### config.mk
export PLATFORM = sky130hd
export DESIGN_NAME = aligned_block_planner
export DESIGN_NICKNAME = d
export VERILOG_FILES = /design/src/hdl/abp_pkg.sv /design/src/hdl/abp_step.sv /design/src/hdl/abp_queue.sv /design/src/hdl/abp_front.sv /design/src/hdl/abp_back.sv /design/src/hdl/aligned_block_planner.sv
export VERILOG_INCLUDE_DIRS = /design/src /design/src/hdl
export SDC_FILE = /design/constraint.sdc
export NUM_CORES = 2
export LEC_CHECK = 0
export BUFFER_PORTS_ARGS = -buffer_cell sky130_fd_sc_hd__buf_2
export CORE_MARGIN = 2
export CORE_UTILIZATION = 43
export CTS_CLUSTER_DIAMETER = 100
export DETAILED_ROUTE_END_ITERATION = 16
export PLACE_DENSITY = 0.69
export SLEW_MARGIN = 20
export SYNTH_ARGS = -nofsm -noshare
export SYNTH_HDL_FRONTEND = slang
export SYNTH_SLANG_ARGS = --single-unit
### constraint.sdc
create_clock -name clk -period 14.7 [get_ports clk]
set_input_delay 0.735 -clock clk [delete_from_list [all_inputs] [get_ports clk]]
set_output_delay 0.735 -clock clk [all_outputs]
set_load 0.02 [all_outputs]
### src/hdl/assert_macros.svh
// ----------------------------------------------------------------------------
// Assertion macros
// Shared concurrent assertion wrappers; empty bodies when SYNTHESIS is set.
// ----------------------------------------------------------------------------
`ifndef ASSERT_MACROS_SVH
`define ASSERT_MACROS_SVH
`ifndef SYNTHESIS
// Same-cycle implication, checked outside reset
`define AST_ON(lbl, clk, rst_n, prop) \
  lbl: assert property (@(posedge clk) disable iff (!rst_n) prop) \
    else $error("assertion failed");
// Next-cycle implication, checked outside reset
`define AST_NEXT(lbl, clk, rst_n, ante, cons) \
  lbl: assert property (@(posedge clk) disable iff (!rst_n) (ante) |=> (cons)) \
    else $error("assertion failed");
`else
`define AST_ON(lbl, clk, rst_n, prop)
`define AST_NEXT(lbl, clk, rst_n, ante, cons)
`endif
`endif

### src/hdl/abp_pkg.sv
// ----------------------------------------------------------------------------
// abp_pkg
// Shared constants, class codes and the per-block step record.
// ----------------------------------------------------------------------------
package abp_pkg;

  // Defaults of the top level parameters
  localparam int ADDR_BITS_DEF  = 48;
  localparam int PAGE_SHIFT_DEF = 12;

  // Fixed field widths
  localparam int ORDER_W = 6;
  localparam int CLASS_W = 2;
  localparam int TOTAL_W = 52;
  localparam int CFG_W   = 6;
  localparam int CFG_IDX_W = 1;

  // Register indexes
  localparam logic [CFG_IDX_W-1:0] CFG_MAIN_MIN = 1'd0;
  localparam logic [CFG_IDX_W-1:0] CFG_VICE_MIN = 1'd1;

  // Register reset values
  localparam logic [CFG_W-1:0] MAIN_MIN_RST = 6'd14;
  localparam logic [CFG_W-1:0] VICE_MIN_RST = 6'd10;

  // Limits per segment
  localparam int MAX_BLOCKS = 56;
  localparam int CNT_W      = $clog2(MAX_BLOCKS + 1);
  localparam int LOOP_BOUND = 136;
  localparam int ITER_W     = $clog2(LOOP_BOUND + 1);

  // Depth of the plan queue between front and back
  localparam int QUEUE_DEPTH = 2;

  // Block classes
  localparam logic [CLASS_W-1:0] CLS_MAIN = 2'd0;
  localparam logic [CLASS_W-1:0] CLS_VICE = 2'd1;
  localparam logic [CLASS_W-1:0] CLS_NONE = 2'd2;

  // Outcome of one cutting step
  typedef struct packed {
    logic               fits;   // at least one page left
    logic [ORDER_W-1:0] order;
    logic [CLASS_W-1:0] cls;
  } blk_info_t;

endpackage

### src/hdl/abp_step.sv
// ----------------------------------------------------------------------------
// abp_step
// One cutting step: picks the largest aligned block at the cursor that fits
// in the remainder, classes it and advances cursor and remainder.
// ----------------------------------------------------------------------------
module abp_step #(
  parameter int ADDR_BITS  = abp_pkg::ADDR_BITS_DEF,
  parameter int PAGE_SHIFT = abp_pkg::PAGE_SHIFT_DEF
) (
  input  logic [ADDR_BITS-1:0]          cur,
  input  logic [ADDR_BITS-1:0]          rem,
  input  logic [abp_pkg::CFG_W-1:0]     main_min,
  input  logic [abp_pkg::CFG_W-1:0]     vice_min,
  output abp_pkg::blk_info_t            info,
  output logic [ADDR_BITS-1:0]          nxt_cur,
  output logic [ADDR_BITS-1:0]          nxt_rem
);

  localparam int IDX_W = $clog2(ADDR_BITS);
  localparam logic [IDX_W-1:0] PS = IDX_W'(PAGE_SHIFT);
  localparam int ORDER_W_L = abp_pkg::ORDER_W;

  function automatic logic [IDX_W-1:0] onehot_idx(input logic [ADDR_BITS-1:0] v);
    logic [IDX_W-1:0] idx;
    idx = '0;
    for (int i = 0; i < ADDR_BITS; i++) begin
      if (v[i]) begin
        idx = idx | IDX_W'(i);
      end
    end
    return idx;
  endfunction

  logic [ADDR_BITS-1:0] cur_low;
  logic [ADDR_BITS-1:0] rem_rev;
  logic [ADDR_BITS-1:0] rev_low;
  logic [ADDR_BITS-1:0] rem_top;
  logic [ADDR_BITS-1:0] blk_size;
  logic [IDX_W-1:0]     idx_a;
  logic [IDX_W-1:0]     idx_t;
  logic [IDX_W-1:0]     ord_a;
  logic [IDX_W-1:0]     ord_t;
  logic [IDX_W-1:0]     ord_sel;
  logic [ORDER_W_L-1:0] ord_out;

  // Isolate lowest set bit of the cursor (its alignment)
  assign cur_low = cur & (~cur + 1'b1);

  // Isolate highest set bit of the remainder through a bit reversal
  always_comb begin
    for (int i = 0; i < ADDR_BITS; i++) begin
      rem_rev[i] = rem[ADDR_BITS-1-i];
    end
  end
  assign rev_low = rem_rev & (~rem_rev + 1'b1);
  always_comb begin
    for (int i = 0; i < ADDR_BITS; i++) begin
      rem_top[i] = rev_low[ADDR_BITS-1-i];
    end
  end

  assign idx_a = onehot_idx(cur_low);
  assign idx_t = onehot_idx(rem_top);

  // Alignment order (zero for a zero or sub-page aligned cursor), fit order
  assign ord_a   = (idx_a > PS) ? idx_a - PS : '0;
  assign ord_t   = idx_t - PS;
  assign ord_sel = (ord_a <= ord_t) ? ord_a : ord_t;
  assign ord_out = ORDER_W_L'(ord_sel);

  assign blk_size = {{(ADDR_BITS-1){1'b0}}, 1'b1} << (ord_sel + PS);

  // Class the block, main test first
  always_comb begin
    info.fits  = |rem[ADDR_BITS-1:PAGE_SHIFT];
    info.order = ord_out;
    if (ord_out >= main_min) begin
      info.cls = abp_pkg::CLS_MAIN;
    end else if (ord_out >= vice_min) begin
      info.cls = abp_pkg::CLS_VICE;
    end else begin
      info.cls = abp_pkg::CLS_NONE;
    end
  end

  assign nxt_cur = cur + blk_size;
  assign nxt_rem = rem - blk_size;

endmodule

### src/hdl/abp_queue.sv
// ----------------------------------------------------------------------------
// abp_queue
// Short FIFO of segment plans between the planning front and the emitting
// back.
// ----------------------------------------------------------------------------
`include "assert_macros.svh"

module abp_queue #(
  parameter int WIDTH = 8,
  parameter int DEPTH = abp_pkg::QUEUE_DEPTH
) (
  input  logic             clk,
  input  logic             rst_n,
  input  logic             push,
  input  logic [WIDTH-1:0] wdata,
  output logic             full,
  input  logic             pop,
  output logic [WIDTH-1:0] rdata,
  output logic             empty
);

  localparam int PTR_W = (DEPTH > 1) ? $clog2(DEPTH) : 1;
  localparam int CNT_W = $clog2(DEPTH + 1);
  localparam logic [PTR_W-1:0] PTR_LAST = PTR_W'(DEPTH - 1);

  logic [WIDTH-1:0] mem_r [DEPTH];
  logic [PTR_W-1:0] wr_ptr_r, wr_ptr_nxt;
  logic [PTR_W-1:0] rd_ptr_r, rd_ptr_nxt;
  logic [CNT_W-1:0] count_r, count_nxt;

  assign full  = (count_r == CNT_W'(DEPTH));
  assign empty = (count_r == '0);
  assign rdata = mem_r[rd_ptr_r];

  // Advance pointers and fill count
  always_comb begin
    wr_ptr_nxt = wr_ptr_r;
    rd_ptr_nxt = rd_ptr_r;
    count_nxt  = count_r;
    if (push) begin
      wr_ptr_nxt = (wr_ptr_r == PTR_LAST) ? '0 : wr_ptr_r + 1'b1;
    end
    if (pop) begin
      rd_ptr_nxt = (rd_ptr_r == PTR_LAST) ? '0 : rd_ptr_r + 1'b1;
    end
    if (push && !pop) begin
      count_nxt = count_r + 1'b1;
    end else if (pop && !push) begin
      count_nxt = count_r - 1'b1;
    end
  end

  always_ff @(posedge clk) begin
    if (!rst_n) begin
      wr_ptr_r <= '0;
      rd_ptr_r <= '0;
      count_r  <= '0;
    end else begin
      wr_ptr_r <= wr_ptr_nxt;
      rd_ptr_r <= rd_ptr_nxt;
      count_r  <= count_nxt;
    end
  end

  // Store entry
  always_ff @(posedge clk) begin
    if (push) begin
      mem_r[wr_ptr_r] <= wdata;
    end
  end

  `AST_ON(a_no_push_full, clk, rst_n, push |-> !full)
  `AST_ON(a_no_pop_empty, clk, rst_n, pop |-> !empty)
  `AST_ON(a_count_range, clk, rst_n, count_r <= CNT_W'(DEPTH))

endmodule

### src/hdl/abp_front.sv
// ----------------------------------------------------------------------------
// abp_front
// Takes segments, clips them to the address space, walks the block cut once
// to count kept blocks and track the smallest main block, keeps the byte
// total and hands a segment plan to the queue.
// ----------------------------------------------------------------------------
module abp_front #(
  parameter int ADDR_BITS  = abp_pkg::ADDR_BITS_DEF,
  parameter int PAGE_SHIFT = abp_pkg::PAGE_SHIFT_DEF,
  parameter int DESC_W     = 8
) (
  input  logic                      clk,
  input  logic                      rst_n,
  input  logic                      seg_valid,
  output logic                      seg_ready,
  input  logic [ADDR_BITS-1:0]      seg_base,
  input  logic [ADDR_BITS-1:0]      seg_size,
  input  logic                      seg_last,
  input  logic [abp_pkg::CFG_W-1:0] main_min,
  input  logic [abp_pkg::CFG_W-1:0] vice_min,
  output logic                      q_push,
  input  logic                      q_full,
  output logic [DESC_W-1:0]         q_wdata
);

  localparam int TOTAL_W = abp_pkg::TOTAL_W;
  localparam int ORDER_W = abp_pkg::ORDER_W;
  localparam int CNT_W   = abp_pkg::CNT_W;
  localparam int ITER_W  = abp_pkg::ITER_W;
  localparam int SUM_W   = ((ADDR_BITS > TOTAL_W) ? ADDR_BITS : TOTAL_W) + 1;

  localparam logic [1:0] ST_IDLE = 2'd0;
  localparam logic [1:0] ST_WALK = 2'd1;
  localparam logic [1:0] ST_PUSH = 2'd2;

  typedef struct packed {
    logic [ADDR_BITS-1:0] base;
    logic [ADDR_BITS-1:0] rem;
    logic [CNT_W-1:0]     n_kept;
    logic [TOTAL_W-1:0]   total;
    logic                 best_valid;
    logic [ADDR_BITS-1:0] best_base;
    logic [ORDER_W-1:0]   best_order;
  } desc_t;

  logic [1:0]           state_r, state_nxt;
  logic [ADDR_BITS-1:0] cur_r, cur_nxt;
  logic [ADDR_BITS-1:0] rem_r, rem_nxt;
  logic [ADDR_BITS-1:0] base_r, base_nxt;
  logic [ADDR_BITS-1:0] rem0_r, rem0_nxt;
  logic [CNT_W-1:0]     n_r, n_nxt;
  logic [ITER_W-1:0]    it_r, it_nxt;
  logic                 last_r, last_nxt;
  logic [TOTAL_W-1:0]   total_r, total_nxt;
  logic                 best_valid_r, best_valid_nxt;
  logic [ADDR_BITS-1:0] best_base_r, best_base_nxt;
  logic [ORDER_W-1:0]   best_order_r, best_order_nxt;

  abp_pkg::blk_info_t   info;
  logic [ADDR_BITS-1:0] step_cur;
  logic [ADDR_BITS-1:0] step_rem;
  logic [ADDR_BITS:0]   end_sum;
  logic [ADDR_BITS-1:0] clip_rem;
  logic                 skip;
  logic [SUM_W-1:0]     sum;
  logic [TOTAL_W-1:0]   total_sat;
  logic                 better;
  logic                 walk_done;
  desc_t                desc;

  abp_step #(
    .ADDR_BITS  (ADDR_BITS),
    .PAGE_SHIFT (PAGE_SHIFT)
  ) u_step (
    .cur      (cur_r),
    .rem      (rem_r),
    .main_min (main_min),
    .vice_min (vice_min),
    .info     (info),
    .nxt_cur  (step_cur),
    .nxt_rem  (step_rem)
  );

  // Clip the segment at the top of the address space
  assign end_sum  = {1'b0, seg_base} + {1'b0, seg_size};
  assign clip_rem = end_sum[ADDR_BITS] ? (~seg_base + 1'b1) : seg_size;

  // Drop an unaligned segment unless order zero blocks are kept
  assign skip = (|seg_base[PAGE_SHIFT-1:0]) && (main_min != '0) && (vice_min != '0);

  // Saturating byte total
  assign sum       = SUM_W'(total_r) + SUM_W'(seg_size);
  assign total_sat = (|sum[SUM_W-1:TOTAL_W]) ? '1 : sum[TOTAL_W-1:0];

  assign better = !best_valid_r || (info.order < best_order_r) ||
                  ((info.order == best_order_r) && (cur_r < best_base_r));

  assign walk_done = (it_r == ITER_W'(abp_pkg::LOOP_BOUND)) ||
                     (n_r == CNT_W'(abp_pkg::MAX_BLOCKS)) || !info.fits;

  assign seg_ready = (state_r == ST_IDLE);
  assign q_push    = (state_r == ST_PUSH) && !q_full;

  // Plan handed to the back
  always_comb begin
    desc.base       = base_r;
    desc.rem        = rem0_r;
    desc.n_kept     = n_r;
    desc.total      = total_r;
    desc.best_valid = best_valid_r;
    desc.best_base  = best_base_r;
    desc.best_order = best_order_r;
  end
  assign q_wdata = desc;

  // Sequence one segment: take, walk, hand over
  always_comb begin
    state_nxt      = state_r;
    cur_nxt        = cur_r;
    rem_nxt        = rem_r;
    base_nxt       = base_r;
    rem0_nxt       = rem0_r;
    n_nxt          = n_r;
    it_nxt         = it_r;
    last_nxt       = last_r;
    total_nxt      = total_r;
    best_valid_nxt = best_valid_r;
    best_base_nxt  = best_base_r;
    best_order_nxt = best_order_r;
    case (state_r)
      ST_IDLE: begin
        if (seg_valid) begin
          base_nxt  = seg_base;
          cur_nxt   = seg_base;
          rem_nxt   = skip ? '0 : clip_rem;
          rem0_nxt  = skip ? '0 : clip_rem;
          n_nxt     = '0;
          it_nxt    = '0;
          last_nxt  = seg_last;
          total_nxt = total_sat;
          state_nxt = ST_WALK;
        end
      end
      ST_WALK: begin
        if (walk_done) begin
          state_nxt = ST_PUSH;
        end else begin
          if (info.cls != abp_pkg::CLS_NONE) begin
            n_nxt = n_r + 1'b1;
            if ((info.cls == abp_pkg::CLS_MAIN) && better) begin
              best_valid_nxt = 1'b1;
              best_base_nxt  = cur_r;
              best_order_nxt = info.order;
            end
          end
          cur_nxt = step_cur;
          rem_nxt = step_rem;
          it_nxt  = it_r + 1'b1;
        end
      end
      ST_PUSH: begin
        if (!q_full) begin
          state_nxt = ST_IDLE;
          // End of map: clear the running state
          if (last_r) begin
            total_nxt      = '0;
            best_valid_nxt = 1'b0;
            best_base_nxt  = '0;
            best_order_nxt = '0;
          end
        end
      end
      default: begin
        state_nxt = ST_IDLE;
      end
    endcase
  end

  always_ff @(posedge clk) begin
    if (!rst_n) begin
      state_r      <= ST_IDLE;
      total_r      <= '0;
      best_valid_r <= 1'b0;
      best_base_r  <= '0;
      best_order_r <= '0;
    end else begin
      state_r      <= state_nxt;
      total_r      <= total_nxt;
      best_valid_r <= best_valid_nxt;
      best_base_r  <= best_base_nxt;
      best_order_r <= best_order_nxt;
    end
  end

  always_ff @(posedge clk) begin
    cur_r  <= cur_nxt;
    rem_r  <= rem_nxt;
    base_r <= base_nxt;
    rem0_r <= rem0_nxt;
    n_r    <= n_nxt;
    it_r   <= it_nxt;
    last_r <= last_nxt;
  end

endmodule

### src/hdl/abp_back.sv
// ----------------------------------------------------------------------------
// abp_back
// Replays the block cut of a planned segment and emits each kept block, with
// the segment's final total and best main block, through an output register.
// ----------------------------------------------------------------------------
`include "assert_macros.svh"

module abp_back #(
  parameter int ADDR_BITS  = abp_pkg::ADDR_BITS_DEF,
  parameter int PAGE_SHIFT = abp_pkg::PAGE_SHIFT_DEF,
  parameter int DESC_W     = 8
) (
  input  logic                        clk,
  input  logic                        rst_n,
  input  logic                        q_empty,
  output logic                        q_pop,
  input  logic [DESC_W-1:0]           q_rdata,
  input  logic [abp_pkg::CFG_W-1:0]   main_min,
  input  logic [abp_pkg::CFG_W-1:0]   vice_min,
  output logic                        out_valid,
  input  logic                        out_ready,
  output logic [ADDR_BITS-1:0]        blk_base,
  output logic [abp_pkg::ORDER_W-1:0] blk_order,
  output logic [abp_pkg::CLASS_W-1:0] blk_class,
  output logic                        blk_last,
  output logic [abp_pkg::TOTAL_W-1:0] total_bytes,
  output logic                        first_valid,
  output logic [ADDR_BITS-1:0]        first_base,
  output logic [abp_pkg::ORDER_W-1:0] first_order
);

  localparam int TOTAL_W = abp_pkg::TOTAL_W;
  localparam int ORDER_W = abp_pkg::ORDER_W;
  localparam int CLASS_W = abp_pkg::CLASS_W;
  localparam int CNT_W   = abp_pkg::CNT_W;

  localparam logic [1:0] B_IDLE = 2'd0;
  localparam logic [1:0] B_NONE = 2'd1;
  localparam logic [1:0] B_WALK = 2'd2;

  typedef struct packed {
    logic [ADDR_BITS-1:0] base;
    logic [ADDR_BITS-1:0] rem;
    logic [CNT_W-1:0]     n_kept;
    logic [TOTAL_W-1:0]   total;
    logic                 best_valid;
    logic [ADDR_BITS-1:0] best_base;
    logic [ORDER_W-1:0]   best_order;
  } desc_t;

  desc_t                d_in;
  logic [1:0]           state_r, state_nxt;
  logic [ADDR_BITS-1:0] cur_r, cur_nxt;
  logic [ADDR_BITS-1:0] rem_r, rem_nxt;
  logic [ADDR_BITS-1:0] seg_base_r, seg_base_nxt;
  logic [CNT_W-1:0]     n_r, n_nxt;
  logic [CNT_W-1:0]     emit_r, emit_nxt;
  logic [TOTAL_W-1:0]   tot_r, tot_nxt;
  logic                 bv_r, bv_nxt;
  logic [ADDR_BITS-1:0] bb_r, bb_nxt;
  logic [ORDER_W-1:0]   bo_r, bo_nxt;

  // Output register
  logic                 ov_r, ov_nxt;
  logic [ADDR_BITS-1:0] ob_r, ob_nxt;
  logic [ORDER_W-1:0]   oo_r, oo_nxt;
  logic [CLASS_W-1:0]   oc_r, oc_nxt;
  logic                 ol_r, ol_nxt;
  logic [TOTAL_W-1:0]   ot_r, ot_nxt;
  logic                 ofv_r, ofv_nxt;
  logic [ADDR_BITS-1:0] ofb_r, ofb_nxt;
  logic [ORDER_W-1:0]   ofo_r, ofo_nxt;

  abp_pkg::blk_info_t   info;
  logic [ADDR_BITS-1:0] step_cur;
  logic [ADDR_BITS-1:0] step_rem;
  logic                 can_load;
  logic                 last_blk;

  assign d_in = q_rdata;

  abp_step #(
    .ADDR_BITS  (ADDR_BITS),
    .PAGE_SHIFT (PAGE_SHIFT)
  ) u_step (
    .cur      (cur_r),
    .rem      (rem_r),
    .main_min (main_min),
    .vice_min (vice_min),
    .info     (info),
    .nxt_cur  (step_cur),
    .nxt_rem  (step_rem)
  );

  assign can_load = !ov_r || out_ready;
  assign last_blk = ((emit_r + CNT_W'(1)) == n_r);
  assign q_pop    = (state_r == B_IDLE) && !q_empty;

  // Replay the cut and load the output register
  always_comb begin
    state_nxt    = state_r;
    cur_nxt      = cur_r;
    rem_nxt      = rem_r;
    seg_base_nxt = seg_base_r;
    n_nxt        = n_r;
    emit_nxt     = emit_r;
    tot_nxt      = tot_r;
    bv_nxt       = bv_r;
    bb_nxt       = bb_r;
    bo_nxt       = bo_r;
    ov_nxt       = ov_r && !out_ready;
    ob_nxt       = ob_r;
    oo_nxt       = oo_r;
    oc_nxt       = oc_r;
    ol_nxt       = ol_r;
    ot_nxt       = ot_r;
    ofv_nxt      = ofv_r;
    ofb_nxt      = ofb_r;
    ofo_nxt      = ofo_r;
    case (state_r)
      B_IDLE: begin
        if (!q_empty) begin
          cur_nxt      = d_in.base;
          rem_nxt      = d_in.rem;
          seg_base_nxt = d_in.base;
          n_nxt        = d_in.n_kept;
          emit_nxt     = '0;
          tot_nxt      = d_in.total;
          bv_nxt       = d_in.best_valid;
          bb_nxt       = d_in.best_base;
          bo_nxt       = d_in.best_order;
          state_nxt    = (d_in.n_kept == '0) ? B_NONE : B_WALK;
        end
      end
      B_NONE: begin
        // Nothing kept: one marker result at the segment base
        if (can_load) begin
          ov_nxt    = 1'b1;
          ob_nxt    = seg_base_r;
          oo_nxt    = '0;
          oc_nxt    = abp_pkg::CLS_NONE;
          ol_nxt    = 1'b1;
          ot_nxt    = tot_r;
          ofv_nxt   = bv_r;
          ofb_nxt   = bb_r;
          ofo_nxt   = bo_r;
          state_nxt = B_IDLE;
        end
      end
      B_WALK: begin
        if (can_load) begin
          if (info.cls != abp_pkg::CLS_NONE) begin
            ov_nxt   = 1'b1;
            ob_nxt   = cur_r;
            oo_nxt   = info.order;
            oc_nxt   = info.cls;
            ol_nxt   = last_blk;
            ot_nxt   = tot_r;
            ofv_nxt  = bv_r;
            ofb_nxt  = bb_r;
            ofo_nxt  = bo_r;
            emit_nxt = emit_r + 1'b1;
            if (last_blk) begin
              state_nxt = B_IDLE;
            end
          end
          cur_nxt = step_cur;
          rem_nxt = step_rem;
        end
      end
      default: begin
        state_nxt = B_IDLE;
      end
    endcase
  end

  always_ff @(posedge clk) begin
    if (!rst_n) begin
      state_r <= B_IDLE;
      ov_r    <= 1'b0;
    end else begin
      state_r <= state_nxt;
      ov_r    <= ov_nxt;
    end
  end

  always_ff @(posedge clk) begin
    cur_r      <= cur_nxt;
    rem_r      <= rem_nxt;
    seg_base_r <= seg_base_nxt;
    n_r        <= n_nxt;
    emit_r     <= emit_nxt;
    tot_r      <= tot_nxt;
    bv_r       <= bv_nxt;
    bb_r       <= bb_nxt;
    bo_r       <= bo_nxt;
    ob_r       <= ob_nxt;
    oo_r       <= oo_nxt;
    oc_r       <= oc_nxt;
    ol_r       <= ol_nxt;
    ot_r       <= ot_nxt;
    ofv_r      <= ofv_nxt;
    ofb_r      <= ofb_nxt;
    ofo_r      <= ofo_nxt;
  end

  assign out_valid   = ov_r;
  assign blk_base    = ob_r;
  assign blk_order   = oo_r;
  assign blk_class   = oc_r;
  assign blk_last    = ol_r;
  assign total_bytes = ot_r;
  assign first_valid = ofv_r;
  assign first_base  = ofb_r;
  assign first_order = ofo_r;

  `AST_ON(a_walk_fits, clk, rst_n, (state_r == B_WALK) |-> info.fits)
  `AST_ON(a_walk_count, clk, rst_n, (state_r == B_WALK) |-> (emit_r < n_r))
  `AST_ON(a_none_is_last, clk, rst_n, (ov_r && (oc_r == abp_pkg::CLS_NONE)) |-> ol_r)

endmodule

### src/hdl/aligned_block_planner.sv
// ----------------------------------------------------------------------------
// aligned_block_planner
// Cuts free memory segments into naturally aligned power-of-two page blocks.
// ----------------------------------------------------------------------------
// Each accepted segment is planned by the front, which walks the blocks that
// the cut visits (one per cycle through the step unit, at most about 2 *
// (ADDR_BITS - PAGE_SHIFT) + 1 and never above 136 or past the 56th kept
// block); the front is ready for the next segment in the cycle after it
// hands its plan over. The back then replays the cut at one block per cycle
// while its output register can load and presents each kept block through
// that register, which loads a new block once its current one is taken; a
// segment that keeps nothing gives a single transfer with class 2. A two-entry
// plan queue lets the front take and plan the next segment while the back is
// still emitting, so throughput is set by the front while the back keeps up.
// Every transfer of a segment carries the byte total and smallest main block
// as they stand after that whole segment; both clear after a segment with
// in_tlast set. Write configuration only while no segment is in flight: both
// halves read the thresholds live.
// ----------------------------------------------------------------------------
module aligned_block_planner #(
  parameter int ADDR_BITS  = abp_pkg::ADDR_BITS_DEF,
  parameter int PAGE_SHIFT = abp_pkg::PAGE_SHIFT_DEF
) (
  input  logic                          clk,
  input  logic                          rst_n,
  // Configuration write port
  input  logic                          cfg_wr_en,
  input  logic [abp_pkg::CFG_IDX_W-1:0] cfg_index,
  input  logic [abp_pkg::CFG_W-1:0]     cfg_wdata,
  // Segment input
  input  logic                          in_tvalid,
  output logic                          in_tready,
  // in_tdata: seg_base, seg_size (from bit 0 up), zero padded to bytes
  input  logic [((2*ADDR_BITS+7)/8)*8-1:0] in_tdata,
  input  logic                          in_tlast,   // seg_last
  // Block output
  output logic                          out_tvalid,
  input  logic                          out_tready,
  // out_tdata: blk_base, blk_order, total_bytes, first_valid, first_base,
  //            first_order (from bit 0 up), zero padded to bytes
  output logic [((2*ADDR_BITS+2*abp_pkg::ORDER_W+abp_pkg::TOTAL_W+1+7)/8)*8-1:0] out_tdata,
  output logic [abp_pkg::CLASS_W-1:0]   out_tuser,  // blk_class
  output logic                          out_tlast   // last_of_segment
);

  localparam int ORDER_W    = abp_pkg::ORDER_W;
  localparam int TOTAL_W    = abp_pkg::TOTAL_W;
  localparam int CLASS_W    = abp_pkg::CLASS_W;
  localparam int CFG_W      = abp_pkg::CFG_W;
  localparam int OUT_DATA_W = ((2*ADDR_BITS + 2*ORDER_W + TOTAL_W + 1 + 7) / 8) * 8;
  localparam int DESC_W     = 3*ADDR_BITS + abp_pkg::CNT_W + TOTAL_W + 1 + ORDER_W;

  logic [CFG_W-1:0]     main_min_r;
  logic [CFG_W-1:0]     vice_min_r;

  logic                 q_push;
  logic                 q_pop;
  logic                 q_full;
  logic                 q_empty;
  logic [DESC_W-1:0]    q_wdata;
  logic [DESC_W-1:0]    q_rdata;

  logic [ADDR_BITS-1:0] blk_base;
  logic [ORDER_W-1:0]   blk_order;
  logic [CLASS_W-1:0]   blk_class;
  logic                 blk_last;
  logic [TOTAL_W-1:0]   total_bytes;
  logic                 first_valid;
  logic [ADDR_BITS-1:0] first_base;
  logic [ORDER_W-1:0]   first_order;

  // Threshold registers
  always_ff @(posedge clk) begin
    if (!rst_n) begin
      main_min_r <= abp_pkg::MAIN_MIN_RST;
      vice_min_r <= abp_pkg::VICE_MIN_RST;
    end else if (cfg_wr_en) begin
      case (cfg_index)
        abp_pkg::CFG_MAIN_MIN: main_min_r <= cfg_wdata;
        abp_pkg::CFG_VICE_MIN: vice_min_r <= cfg_wdata;
        default: begin
        end
      endcase
    end
  end

  abp_front #(
    .ADDR_BITS  (ADDR_BITS),
    .PAGE_SHIFT (PAGE_SHIFT),
    .DESC_W     (DESC_W)
  ) u_front (
    .clk       (clk),
    .rst_n     (rst_n),
    .seg_valid (in_tvalid),
    .seg_ready (in_tready),
    .seg_base  (in_tdata[ADDR_BITS-1:0]),
    .seg_size  (in_tdata[2*ADDR_BITS-1:ADDR_BITS]),
    .seg_last  (in_tlast),
    .main_min  (main_min_r),
    .vice_min  (vice_min_r),
    .q_push    (q_push),
    .q_full    (q_full),
    .q_wdata   (q_wdata)
  );

  abp_queue #(
    .WIDTH (DESC_W),
    .DEPTH (abp_pkg::QUEUE_DEPTH)
  ) u_queue (
    .clk   (clk),
    .rst_n (rst_n),
    .push  (q_push),
    .wdata (q_wdata),
    .full  (q_full),
    .pop   (q_pop),
    .rdata (q_rdata),
    .empty (q_empty)
  );

  abp_back #(
    .ADDR_BITS  (ADDR_BITS),
    .PAGE_SHIFT (PAGE_SHIFT),
    .DESC_W     (DESC_W)
  ) u_back (
    .clk         (clk),
    .rst_n       (rst_n),
    .q_empty     (q_empty),
    .q_pop       (q_pop),
    .q_rdata     (q_rdata),
    .main_min    (main_min_r),
    .vice_min    (vice_min_r),
    .out_valid   (out_tvalid),
    .out_ready   (out_tready),
    .blk_base    (blk_base),
    .blk_order   (blk_order),
    .blk_class   (blk_class),
    .blk_last    (blk_last),
    .total_bytes (total_bytes),
    .first_valid (first_valid),
    .first_base  (first_base),
    .first_order (first_order)
  );

  // Pack the result transfer
  assign out_tdata = OUT_DATA_W'({first_order, first_base, first_valid, total_bytes,
                                  blk_order, blk_base});
  assign out_tuser = blk_class;
  assign out_tlast = blk_last;

endmodule
==> impl_metrics.yaml <==
outcome:
  status: "complete, no violations"
sta:
  min_period_over_period: 0.799
  skew_ns: 0.0529
  rsz0062_at_grt: "false"
  tightest_slew_ns: 1.10
  max_slew_margin: 0.264
  finalCriticalPeriod_ns: 11.74
  fmax_mhz: 85.2
  hold_viol: 0
  setup_tns_ns: 0
  setup_viol: 0
  drv_slew: 0
placed_design:
  dpl.hpwl_mm: 147
  place_congestion: 0.998
  io_buffers: 274
worst_setup_path:
  slowest_delay_ns: 0.82
  crit_path_start: "u_front.cur_r[1]"
  worstReg2RegStart: "u_front.cur_r[1]"
  crit_required_ns: 15.18
  ff2ff_path_depth: 37
  worstSetupEndpointType: "register"
  cp_num_buf_inv: 3
  crit_type: "register to register"
  worstPathMaxFanout: 17
  crit_arrival_ns: 12.22
  crit_end: "u_front.cur_r[47]"
  cpLargestDelayFamily: "compound AO/OA/AOI/OAI gates"
  crit_cells: 37
  start_kind: "register"
  rr_endpoint: "u_front.cur_r[47]"
  r2r_slack_ns: 2.96
  slowest_stage: "a2111oi_0"
global_routing:
  antenna_found_initial: 27
  grt-ovfl-total: 0
  grt_pass1_vias: 44900
  grt_max_degree: 136
  grt_usage: 0.253
  grt_pass1_wl_mm: 287
clock_tree:
  clockBufferDepth: 3
  clk_pin_slew_ns: 0.06
  numCtsBuffers: 131
  post_cts_resize_count: 0
  ctsHtreeMaxLevel: 4
  clock_latency_ns: 0.80
  tritoncts: "done"
  cts_setup_buffers: 0
  clkSinkCount: 1181
  clockRootBuffer: "clkbuf_16"
  cts_hold_buf: 0
power_and_ir_drop:
  finalPower_w: 0.0117
  clkPwrFrac: 0.289
  peakVddDrop_uv: 126
  pwr-share-seq: 0.433
  intPower_w: 0.00771
  p_sw_w: 0.00399
  switching_share: 0.341
  p_leak_nw: 26.9
  combPwrFrac: 0.278
  powerDensity_nw_per_um2: 164
yosys:
  yosysSeqAreaShare: 0.537
  async_flop_share: 0
  yosys-top-cells-area: "edfxtp_1 50%, ha_1 7.6%, dfxtp_1 4.1%, mux2_2 3.9%, a21oi_1 2.9%"
  ys_ff_latch: 1181
  ys_types: 104
  yosysTopAreaCellShare: 0.497
  synth_cells: 5619
  syn_avg_cell_area_um2: 11.3
  yosysTopAreaCell: "edfxtp_1"
  synth-edff-count: 1052
  yosysWarnings: 0
  synth_flop_cell: "edfxtp_1"
  syn_area_um2: 63600
floorplan:
  rows: 141
  die_area_um2: 151000
  initial_core_util: 0.432
  ios: 282
  die_h_um: 389
  dieWidth_um: 389
  core_um2: 147000
job:
  drv_cap: 0
layout:
  nFillCells: 12900
  area_delta_synth_final_pct: 12.5
  nets: 6378
  drive_gt1_frac: 0.140
routing:
  wl_per_cell_um: 24.6
  drt_iter0_drc: 4821
  postRouteAntennaNets: 0
  vias: 47100
  routed_wl_mm: 195
  vias_per_cell: 5.94
  drtPass1Iterations: 8
  drc: 0
min_path:
  hold_path.class: "input port to register"
-- sequential cells by signal, indices dropped and copies added (netlist names), 8 cells and up, named ones only --
name	flops
u_back.rem_r	48
u_front.base_r	48
u_back.tot_r	52
u_front.rem0_r	48
u_back.cur_r	48
u_queue.mem_r	418
u_front.best_base_r	48
u_back.total_bytes	52
u_back.seg_base_r	48
u_front.total_r	52
u_front.rem_r	48
u_front.cur_r	48
u_back.bb_r	48
u_back.blk_base	48
u_front.it_r	8
u_back.first_base	48
-- worst min path at each step --
stage | from | to | slack (ns) | cells after the start
6_report | in_tlast | u_front.last_r | 0.17 | 1
5_1_grt | in_tlast | u_front.last_r | 0.13 | 1
4_1_cts | in_tlast | u_front.last_r | 0.12 | 1
3_5_place_dp | u_back.tot_r[22] | u_back.total_bytes[22] | 0.40 | 0
3_3_place_gp | u_back.bb_r[36] | u_back.first_base[36] | 0.40 | 0
2_1_floorplan | u_back.bb_r[0] | u_back.first_base[0] | 0.40 | 0
-- layout by cell type, fill, tap and decap left out, types with 59 or more instances in the layout --
cell,n
edfxtp_1,1052
dfxtp_1,128
xor2_1,123
inv_1,268
clkbuf_16,133
nor2b_1,66
nand3_1,174
nand4_1,59
a21o_1,190
mux2i_1,81
nand2_1,427
nor2_1,351
mux2_2,219
nand2b_1,85
nor3_1,122
or3_1,61
buf_2,274
xnor2_1,148
ha_1,387
o21ai_0,336
a21oi_1,370
-- layout make-up --
cell class                      instances  area, um2  share of cell area
Sequential cell                      1181      34200               0.478
Multi-Input combinational cell       3979      27800               0.389
Antenna cell                            4       10.0            0.000140
Timing Repair Buffer                  309       1650              0.0230
Clock inverter                         74        947              0.0132
Tap cell                             1930       2410              0.0338
Inverter                              274       1040              0.0145
Clock buffer                          168       3510              0.0491
-- power by group through the flow --
stage | registers (W) | clock network (W) | logic (W)
3_3_place_gp | 0.00510 | 0 | 0.00319
6_report | 0.00506 | 0.00339 | 0.00325
5_1_grt | 0.00513 | 0.00358 | 0.00356
2_1_floorplan | 0.00509 | 0 | 0.00219
4_1_cts | 0.00505 | 0.00345 | 0.00323
3_5_place_dp | 0.00512 | 0 | 0.00320
-- routing by layer --
| layer | part of all wire | global-route usage |
|---|---|---|
| met3 | 0.078 | 0.0502 |
| met5 | 0.00052 | 0 |
| met1 | 0.43 | 0.351 |
| met4 | 0.050 | 0.116 |
| met2 | 0.44 | 0.382 |
-- per-stage QoR --
step | cells | hold slack (ns) | util | worst slack (ns) | cell area (um2)
finish | 7919 | 0.170 | 0.486 | 2.96 | 71500
global route | 7915 | 0.126 | 0.486 | 2.01 | 71500
CTS | 7915 | 0.120 | 0.486 | 3.22 | 71500
detailed placement | 7673 | 0.405 | 0.455 | 3.26 | 67100
global placement | 7673 | 0.404 | 0.455 | 3.40 | 67100
floorplan | 5625 | 0.400 | - | 4.77 | 63600
-- cell usage after synthesis, types with 24 or more instances --
library cell,instances
mux2i_1,81
and3_1,36
o22ai_1,25
o21ai_0,337
nand2_1,429
inv_1,270
nand2b_1,86
nor4b_1,24
nor2_1,351
clkbuf_1,148
or3_1,61
or2_2,36
or4_1,37
nor3_1,124
mux2_2,219
a211oi_1,51
ha_1,388
nand3_1,174
a21o_1,190
xnor2_1,148
dfxtp_1,129
buf_1,26
o21bai_1,39
nor4_1,56
o21a_1,45
nand4_1,59
a31oi_1,41
a311oi_1,45
a21oi_1,372
o31ai_1,43
nor2b_1,67
edfxtp_1,1052
xor2_1,123
-- cells by family (layout without fill, tap and decap cells) --
group                      after synthesis  count (layout)  share of synthesized area
adders and majority gates              393             393                     0.0779
muxes                                  302             302                     0.0521
and+or+nand+nor                       1638            1638                      0.130
buffers and inverters                  465             825                     0.0282
xor gates and xnor gates               274             274                     0.0382
other                                    1              11                  0.0000589
DFF                                   1181            1181                      0.537
AOI/OAI and AO/OA                     1365            1365                      0.137
Note: power is estimated with default switching activity, not from simulation.
